[config.mk]
export PLATFORM = sky130hd
export DESIGN_NAME = stq_ctrl
export DESIGN_NICKNAME = d
export VERILOG_FILES = /design/src/rtl/core/stq_pkg.sv /design/src/rtl/core/stq_ctrl.sv
export SDC_FILE = /design/constraint.sdc
export NUM_CORES = 1
export LEC_CHECK = 0
export ABC_CLOCK_PERIOD_IN_PS = 1500
export BUFFER_PORTS_ARGS = -buffer_cell sky130_fd_sc_hd__buf_2
export CORE_AREA = 8 8 45 47
export CTS_CLUSTER_SIZE = 10
export DETAILED_ROUTE_END_ITERATION = 8
export DIE_AREA = 0 0 53 55
export HOLD_SLACK_MARGIN = 0.05
export MAX_ROUTING_LAYER = met4
export PLACE_DENSITY = 0.6
export RECOVER_POWER = 50
export SETUP_SLACK_MARGIN = 0.3
export SYNTH_ARGS = -nofsm -noshare
export SYNTH_HDL_FRONTEND = slang
export SYNTH_SLANG_ARGS = --single-unit
[constraint.sdc]
create_clock -name clock -period 1.5 [get_ports clock]
set_input_delay 0.075 -clock clock [delete_from_list [all_inputs] [get_ports clock]]
set_output_delay 0.075 -clock clock [all_outputs]
set_load 0.01 [all_outputs]
[src/rtl/core/stq_pkg.sv]
// package: shared types and constants for the 2d sparse table block
package stq_pkg;

   localparam int ModeWidth   = 2;
   localparam int StatusWidth = 2;
   localparam int CsrAddrWidth = 2;
   localparam int CsrDataWidth = 5;

   localparam logic [ModeWidth-1:0] MODE_WRITE = 2'd0;
   localparam logic [ModeWidth-1:0] MODE_BUILD = 2'd1;
   localparam logic [ModeWidth-1:0] MODE_QUERY = 2'd2;

   localparam logic [StatusWidth-1:0] STATUS_OK        = 2'd0;
   localparam logic [StatusWidth-1:0] STATUS_RANGE     = 2'd1;
   localparam logic [StatusWidth-1:0] STATUS_NOT_BUILT = 2'd2;

   localparam logic [CsrAddrWidth-1:0] CSR_OP_SELECT = 2'd0;
   localparam logic [CsrAddrWidth-1:0] CSR_GRID_ROWS = 2'd1;
   localparam logic [CsrAddrWidth-1:0] CSR_GRID_COLS = 2'd2;

   // input item fields
   typedef struct packed {
      logic [ModeWidth-1:0] mode;
      logic [3:0]           row_first;
      logic [3:0]           col_first;
      logic [3:0]           row_last;
      logic [3:0]           col_last;
      logic signed [15:0]   cell_value;
   } req_item_type;

   // result item fields
   typedef struct packed {
      logic [ModeWidth-1:0]   kind;
      logic signed [15:0]     answer;
      logic [StatusWidth-1:0] status;
   } rsp_item_type;

   typedef enum logic [2:0] {
      ST_IDLE,
      ST_BUILD_RD0,
      ST_BUILD_RD1,
      ST_BUILD_WR,
      ST_QUERY_RD,
      ST_QUERY_CMB,
      ST_RESP
   } state_type;

   // commands from controller to datapath
   typedef struct packed {
      logic load_item;    // capture input item, check range
      logic write_cell;   // store the captured cell
      logic build_start;  // reset build indices
      logic build_rd0;    // read first operand
      logic build_rd1;    // read second operand
      logic build_wr;     // combine and write, advance
      logic query_rd;     // issue next query read
      logic query_cmb;    // final read is folded in this state
      logic set_built;
      logic clear_built;
   } cmd_type;

   // status from datapath to controller
   typedef struct packed {
      logic build_skip;   // current build slot is outside the grid or on a base level
      logic build_last;   // current build slot is the final one
      logic query_last;   // fourth query read issued
      logic query_ok;     // range good and table built
      logic write_ok;     // write inside the grid
   } stat_type;

endpackage

[src/rtl/core/stq_ctrl.sv]
// controller: sequences writes, builds and queries
module stq_ctrl
   import stq_pkg::*;
(
   input  logic                 clock,
   input  logic                 reset,
   input  logic                 req_valid,
   input  logic [ModeWidth-1:0] req_mode,
   input  logic                 rsp_free,
   output logic                 req_ready,
   output logic                 rsp_load,
   output cmd_type              cmd,
   input  stat_type             stat
);

   state_type state_ff, state_in;
   logic [ModeWidth-1:0] mode_ff, mode_in;

   // state register
   always_ff @(posedge clock) begin
      if (reset) begin
         state_ff <= ST_IDLE;
         mode_ff  <= MODE_WRITE;
      end else begin
         state_ff <= state_in;
         mode_ff  <= mode_in;
      end
   end

   // next state and commands
   always_comb begin
      state_in  = state_ff;
      mode_in   = mode_ff;
      cmd       = '0;
      req_ready = 1'b0;
      rsp_load  = 1'b0;
      case (state_ff)
         ST_IDLE: begin
            req_ready = 1'b1;
            if (req_valid) begin
               cmd.load_item = 1'b1;
               mode_in = req_mode;
               case (req_mode)
                  MODE_BUILD: state_in = ST_BUILD_RD0;
                  MODE_QUERY: state_in = ST_QUERY_RD;
                  default:    state_in = ST_RESP;
               endcase
               if (req_mode == MODE_BUILD) cmd.build_start = 1'b1;
            end
         end
         ST_BUILD_RD0: begin
            if (stat.build_skip) begin
               cmd.build_wr = 1'b1;
               if (stat.build_last) state_in = ST_RESP;
            end else begin
               cmd.build_rd0 = 1'b1;
               state_in = ST_BUILD_RD1;
            end
         end
         ST_BUILD_RD1: begin
            cmd.build_rd1 = 1'b1;
            state_in = ST_BUILD_WR;
         end
         ST_BUILD_WR: begin
            cmd.build_wr = 1'b1;
            state_in = stat.build_last ? ST_RESP : ST_BUILD_RD0;
         end
         ST_QUERY_RD: begin
            if (!stat.query_ok) begin
               state_in = ST_RESP;
            end else begin
               cmd.query_rd = 1'b1;
               if (stat.query_last) state_in = ST_QUERY_CMB;
            end
         end
         ST_QUERY_CMB: begin
            cmd.query_cmb = 1'b1;
            state_in = ST_RESP;
         end
         ST_RESP: begin
            if (rsp_free) begin
               rsp_load = 1'b1;
               state_in = ST_IDLE;
               if (mode_ff == MODE_BUILD) cmd.set_built = 1'b1;
               if (mode_ff == MODE_WRITE && stat.write_ok) begin
                  cmd.write_cell  = 1'b1;
                  cmd.clear_built = 1'b1;
               end
            end
         end
         default: state_in = ST_IDLE;
      endcase
   end

   // a response is loaded only from the response state
   assert property (@(posedge clock) disable iff (reset)
      rsp_load |-> state_ff == ST_RESP)
      else $error("response loaded outside response state");
   // after taking an item the controller leaves idle
   assert property (@(posedge clock) disable iff (reset)
      cmd.load_item |=> state_ff != ST_IDLE)
      else $error("controller stayed idle after taking an item");
   // setting and clearing the built mark are exclusive
   assert property (@(posedge clock) disable iff (reset)
      !(cmd.set_built && cmd.clear_built))
      else $error("built mark set and cleared together");

endmodule

==> summary.md, run 1 <==
| Metric | Value |
|---|---|
| Outcome | complete, no violations |
| Post-layout min period | 1.358 ns |
| Clock Sinks | 5 |
| Synth Area in XOR/XNOR | 0 |
| Setup Crit Path Kind | register to primary output |
| Leading area contributor after synthesis | dfxtp_1 |
| H-tree Lvls | 1 |
| Ys async rst share | 0 |
| Largest net degree at the start of global routing | 14 |
| Starting Density | 0.3246 |
| I/O pin cnt | 23 |
| Worst Hold Class | input port to register |
| Post-synthesis mux area share | 0.02228 |
| Post-Syn Instances | 60 |
| Simple-gate share of the synthesized area | 0.3955 |
| First-pass DRT Iterations | 4 |
| Share of post-route cells with drive strength above 1 | 0.5521 |
| Buf+Inv Stages, Crit Path | 1 |
| Hold Path Depth | 2 |
| Post-synth EDFFs | 0 |
| Die width | 53 um |
| Ys Warns | 0 |
| Clk root buf | clkbuf_4 |
| CP Capture Point | cmd[0] |
| HPWL after DPL | 1002 um |
| Worst-path clk slew | about 0.050 ns |
| Slowest cell on crit path | dfxtp_4 |
| Die Area | 2915 um^2 |
| Final setup vio count | 0 |
| Seq cells post-synth | 5 |
| # DRC | 0 |
| Fmax | 0.7366 GHz |
| Setup crit start | state_ff[1]$_SDFFE_PP0P_ |
| Skew final | between 0.001 and 0.0015 ns |
| R2R Setup Slk | 0.14 ns |
| Adder-cell share of the synthesized area | 0.05571 |
| Antenna viol nets, final | 0 |
| Routed via count | 576 |
| Final Hold Viols | 0 |
| Synth-to-Final Area Change | 83.01% |
| P_leak | 0.3726 nW |
| Worst rel slew slack | 0.8327 |
| Placed inst area | 586.8 um^2 |
| Final-stage net count | 110 |
| WL/cell | 14.10 um |
| Net Count, Synth | 73 |
| Compound-Gate Fraction of Synth Area | 0.2089 |
| Final Routed Wirelength | 1579 um |
| Cell area after synthesis | roughly 450 um^2 |
| Clock latency on the worst-skew pair | 0.25 ns |
| R2R depth | 7 |
| CP max stage delay | about 0.34 ns |
| CP Max Fanout | 3 |
| Num CTS Buffers | 3 |
| Sequential fraction of the synthesis area | 0.2228 |
| WP depth | 4 |
| CP Capture Type | primary output |
| Synthesized area per cell | 7.486 um^2 |
| Commonest non-fill, non-tap cell in the layout | buf_2 |
| Core ar. | ~1400 um^2 |
| Tcrit/Tclk final | 0.9050 |
| Final instance area | around 820 um^2 |
| Worst setup SP type | register |
| First-pass GRT wire length | 2449 um |
| Final Wtd Congestion | between 0.7 and 0.8 |
| Port Buf Inserts | 22 |
| Critical Path AT | 1.28 ns |
| Fin util | 0.5940 |
| TritonCTS clock tree | done |
| Std cell rows | 14 |
| Most frequent cells in the layout | 17 x buf_2, 6 x nand2_1, 6 x buf_4 |
| Worst vdd ir | 745.8 uV |
| Top cell type's share of synthesized area | 0.2228 |
| Synth area leaders | dfxtp_1 22%, a21oi_1 7.8%, nor3_4 7.2% |
| Main combinational cell family by area after synthesis | simple AND/OR/NAND/NOR gates |
| Critical R2R Capture | state_ff[0]$_SDFFE_PP0P_ |
| Vias per cell | 5.143 |
| Worst path required time | 1.42 ns |
| Antenna violations before repair | 0 |
| Gr ovfl total | 0 |
| CP top delay family | simple AND/OR/NAND/NOR gates |
| Gr usage total | 0.1167 |
| Worst Tran Pin Value | 0.2482 ns |
| Die H | 55 um |
| CP Cell Sequence | nor2b_4, nand3_4, nor4b_4, buf_2 |
| Post-synth top flop | dfxtp_1 |
| Synth unique cells | 27 |
| RSZ-0062 raised after global routing | true |
| Max clock buf depth | 2 |
| Initial DRC count | 3 |
| Total power | roughly 0.0012 W |
| Post-route setup TNS | 0 ns |
| Antenna diode count | 0 |
| Reg-to-reg startpoint | state_ff[0]$_SDFFE_PP0P_ |
| Final Slew Violations | 0 |
| Fin Hold WS | 0.08189 ns |
| Vias in the first global route | 594 |
| Max_cap viols | 0 |
| Power Dens Cells | 1474 nW/um^2 |
==> cells in the mapped netlist, types with 2 or more instances <==
master    number
nor3b_1        2
nor3_4         2
dfxtp_1        5
nand3_1        3
o21ai_0        2
o21bai_1       2
ha_1           2
inv_1          5
nor3_1         3
nor2_1         2
a21oi_1        7
nand2b_1       2
buf_4          2
nor2b_1        2
nand2_1        7
==> registers in the layout, summed over array words and instances, names as in the netlist <==
register / flops
state_ff: 3
mode_ff: 2
==> kinds of logic after synthesis <==
group	after synthesis
simple gates	28
compound gates	15
buf+inv	9
flops	5
fa+ha+maj	2
mux	1
==> what timing repair did <==
action,CTS,global route
hold buffers,0,0
gates cloned,1,0
pin swaps,3,11
endpoints found under the setup margin,12,16
buffers inserted,9,2
resized for setup,13,12
==> routing by layer <==
| layer | track usage | up-vias | routed length [um] |
|---|---|---|---|
| met5 | - | - | 0 |
| met4 | 0.09052 | 0 | 29 |
| met3 | 0.02406 | 4 | 87 |
| met2 | 0.1816 | 24 | 855 |
| met1 | 0.1280 | 262 | 606 |
| li1 | - | 286 | - |
==> area by class of cell <==
cell class / instances / area (um^2)
Timing Repair Buffer: 35 / 251.5
Clock buffer: 4 / 26.28
Inverter: 6 / 22.52
Fill cell: 135 / 561.8
Sequential cell: 5 / 111.4
Tap cell: 16 / 20.02
Multi-Input combinational cell: 46 / 390.4
==> worst register-to-register path, delay by kind of cell (launching register included) <==
kind / cells / cell delay [ns]
DFF: 1 / 0.36
AOI/OAI and AO/OA: 3 / 0.25
buffers and inverters: 3 / 0.39
and+or+nand+nor: 1 / 0.23
==> how the worst min path moves through the flow <==
stage	startpoint	slack, ns	to
after floorplan	reset	0.14	state_ff[1]$_SDFFE_PP0P_
after global placement	reset	0.32	state_ff[1]$_SDFFE_PP0P_
after detailed placement	reset	0.32	state_ff[1]$_SDFFE_PP0P_
after CTS	reset	0.05	state_ff[1]$_SDFFE_PP0P_
after global routing	reset	0.07	state_ff[1]$_SDFFE_PP0P_
final	reset	0.08	state_ff[1]$_SDFFE_PP0P_
==> metrics by stage <==
step	instances	setup WS, ns
after floorplan	60	0.3012
after global placement	96	0.3681
after detailed placement	96	0.3093
after CTS	110	0.1328
after global routing	112	0.08564
final	112	0.1425
==> report_power, final <==
part | internal [W] | total, W | switching [W] | leakage [nW]
combinational | 0.000438 | 0.000790 | 0.000352 | 0.314
sequential | 0.000182 | 0.000252 | 0.0000699 | 0.0431
clock | 0.000101 | 0.000170 | 0.0000686 | 0.0150
Power figures use the tool's default switching activity.
==> inputs of run 2 (changes only) <==
REMOVE_ABC_BUFFERS = 1   (was default)
==> run 2 against run 1 <==
Critical path depth unchanged. Critical path type unchanged. Via count up 3.0%. First-iteration DRC count rose to 5.0 times the previous value. Hold slack better by 0.0050 ns. Clock-buffer cell count down 1. Setup slack better by 0.040 ns. Flip-flop and latch count unchanged. Cell count up 2.7%.
==> summary.md, run 2 (same netlist as run 1, synthesis figures left out) <==
| Metric | Value |
|---|---|
| Vias per cell | 5.157 (+0.27%) |
| Sw Ratio | 0.4190 (+0.01428) |
| Vias in the first global route | 549 (-7.6%) |
| Gr usage total | 0.1111 (-0.005574) |
| Max clock buf depth | 2 (unchanged) |
| Die H | 55 um (unchanged) |
| Comb pwr share | 0.686 (+0.034) |
| Top reg by flops | state_ff |
| Final Hold Viols | 0 (unchanged) |
| Initial DRC count | 15 (+12) |
| Largest net degree at the start of global routing | 11 (-3) |
| Sw Pwr | 0.0005396 W (+10%) |
| Die Area | 2915 um^2 (unchanged) |
| Gr ovfl total | 0 (unchanged) |
| Final WS setup | 0.1823 ns (+0.03978 ns) |
| Biggest regs | state_ff (3), mode_ff (2) |
| Worst-path clk slew | 0.06 ns (about the same) |
| Hold Path Depth | 2 (unchanged) |
| Post-route setup TNS | 0 ns (unchanged) |
| Die width | 53 um (unchanged) |
| Most frequent cells in the layout | 19 x buf_2, 10 x buf_4, 6 x nand2_1, 6 x buf_6, 5 x clkbuf_4 |
| Num CTS Buffers | 3 (unchanged) |
| Post-layout min period | 1.318 ns (-0.03978 ns) |
| Dpl ws | 0.1737 ns (-0.1356 ns) |
| Routed via count | 593 (+3.0%) |
| Tcrit/Tclk final | 0.8785 (-0.02652) |
| # DRC | 0 (unchanged) |
| Skew final | 0.01006 ns (+0.008672 ns) |
| Share of post-route cells with drive strength above 1 | 0.6364 (+0.08428) |
| WL/cell | 14.43 um (+2.4%) |
| Final Slew Violations | 0 (unchanged) |
| Clock Sinks | 5 (unchanged) |
| CP Capture Type | primary output |
| Worst vdd ir | 756.6 uV (+1.4%) |
| Worst Hold Class | input port to register |
| Critical Path AT | 1.24 ns (-0.04 ns) |
| Final-stage net count | 113 (+2.7%) |
| Clock latency on the worst-skew pair | 0.25 ns (about the same) |
| Clk pwr share | 0.128 (-0.012) |
| Final Wtd Congestion | 0.7467 (-2.3%) |
| First-pass GRT wire length | 2332 um (-4.8%) |
| Antenna viol nets, final | 0 (unchanged) |
| Largest register FFs | 3 (unchanged) |
| First-pass DRT Iterations | 4 (unchanged) |
| Worst path required time | 1.42 ns (about the same) |
| Fmax | 0.7589 GHz (+3.0%) |
| Core ar. | 1384 um^2 (unchanged) |
| Final setup vio count | 0 (unchanged) |
| Worst Tran Pin Value | 0.2164 ns (-0.03185 ns) |
| HPWL after DPL | 1047 um (+4.5%) |
| Internal power | 0.0007481 W (+3.7%) |
| Antenna diode count | 0 (unchanged) |
| Commonest non-fill, non-tap cell in the layout | buf_2 |
| Power Dens Cells | 1498 nW/um^2 (+1.7%) |
| Clk root buf | clkbuf_4 |
| Port Buf Inserts | 22 (unchanged) |
| Total power | 0.001288 W (+6.3%) |
| P_leak | 0.4007 nW (+7.6%) |
| I/O pin cnt | 23 (unchanged) |
| Sequential Power Share | 0.186 (-0.022) |
| Setup Crit Path Kind | register to primary output |
| Worst rel slew slack | 0.8542 (+0.02146) |
| RSZ-0062 raised after global routing | true |
| Outcome | complete, no violations |
| Worst setup SP type | register |
| Synth-to-Final Area Change | 91.36% |
| Max_cap viols | 0 (unchanged) |
| Final Routed Wirelength | 1660 um (+5.1%) |
| H-tree Lvls | 1 (unchanged) |
| R2R depth | 6 (-1) |
| Fillers | 117 (-13%) |
| Hold-fix buffers at CTS | 0 (unchanged) |
| CP Max Fanout | 4 (+1) |
| TritonCTS clock tree | done |
| Fin util | 0.6212 (+0.02712) |
| Starting Density | 0.3246 (unchanged) |
| Antenna violations before repair | 0 (unchanged) |
| Std cell rows | 14 (unchanged) |
-- run 2: repair_timing --
| item | in CTS | in global routing |
|---|---|---|
| setup endpoints to repair | 13 | 16 |
| gates cloned | 0 | 0 |
| pin swaps | 6 | 9 |
| buffers inserted | 9 | 4 |
| resized for setup | 14 | 21 |
-- run 2: layout make-up --
class / count / area, um^2 / share of cell area
Multi-Input combinational cell: 46 / 424.2 / 0.4935
Timing Repair Buffer: 38 / 256.5 / 0.2984
Sequential cell: 5 / 108.9 / 0.1266
Clock buffer: 3 / 22.52 / 0.02620
Inverter: 6 / 22.52 / 0.02620
Tap cell: 16 / 20.02 / 0.02329
Clock inverter: 1 / 5.005 / 0.005822
-- run 2: path summary, 6_finish.rpt --
check	start	end	slack (ns)
setup / recovery	state_ff[0]$_SDFFE_PP0P_	cmd[0]	0.18
hold reg to reg	mode_ff[0]$_SDFFE_PP0P_	mode_ff[0]$_SDFFE_PP0P_	0.52
hold / removal	reset	mode_ff[0]$_SDFFE_PP0P_	0.09
setup reg to reg	state_ff[2]$_SDFFE_PP0P_	state_ff[0]$_SDFFE_PP0P_	0.24
-- run 2: power groups by stage --
stage	logic, W	registers (W)	clock network [W]
6_report	0.000883	0.000240	0.000165
3_3_place_gp	0.000435	0.000228	0
3_5_place_dp	0.000433	0.000233	0
5_1_grt	0.000942	0.000245	0.000181
2_1_floorplan	0.000248	0.000248	0
4_1_cts	0.000646	0.000235	0.000168
-- run 2: per-layer routing --
metal	track usage	up-vias	share of wire
li1	-	291	-
met1	0.1099	274	0.39
met2	0.2012	20	0.55
met3	0.02674	8	0.040
met4	0.05172	0	0.028
met5	-	-	0
-- run 2: critical path, cell delays in order (launching register included) --
cell	delay, ns
dfxtp_4	0.37
nor2b_4	0.14
nand3_4	0.10
nor4b_4	0.22
buf_2	0.17
-- run 2: metrics by stage --
stage               hold WS [ns]  instance area (um^2)  instances
CTS                      0.06495                 725.7        111
global placement          0.3364                 581.8         98
finish                   0.08689                 859.6        115
detailed placement        0.3381                 581.8         98
floorplan                 0.1441                 429.2         57
global route             0.08545                 859.6        115
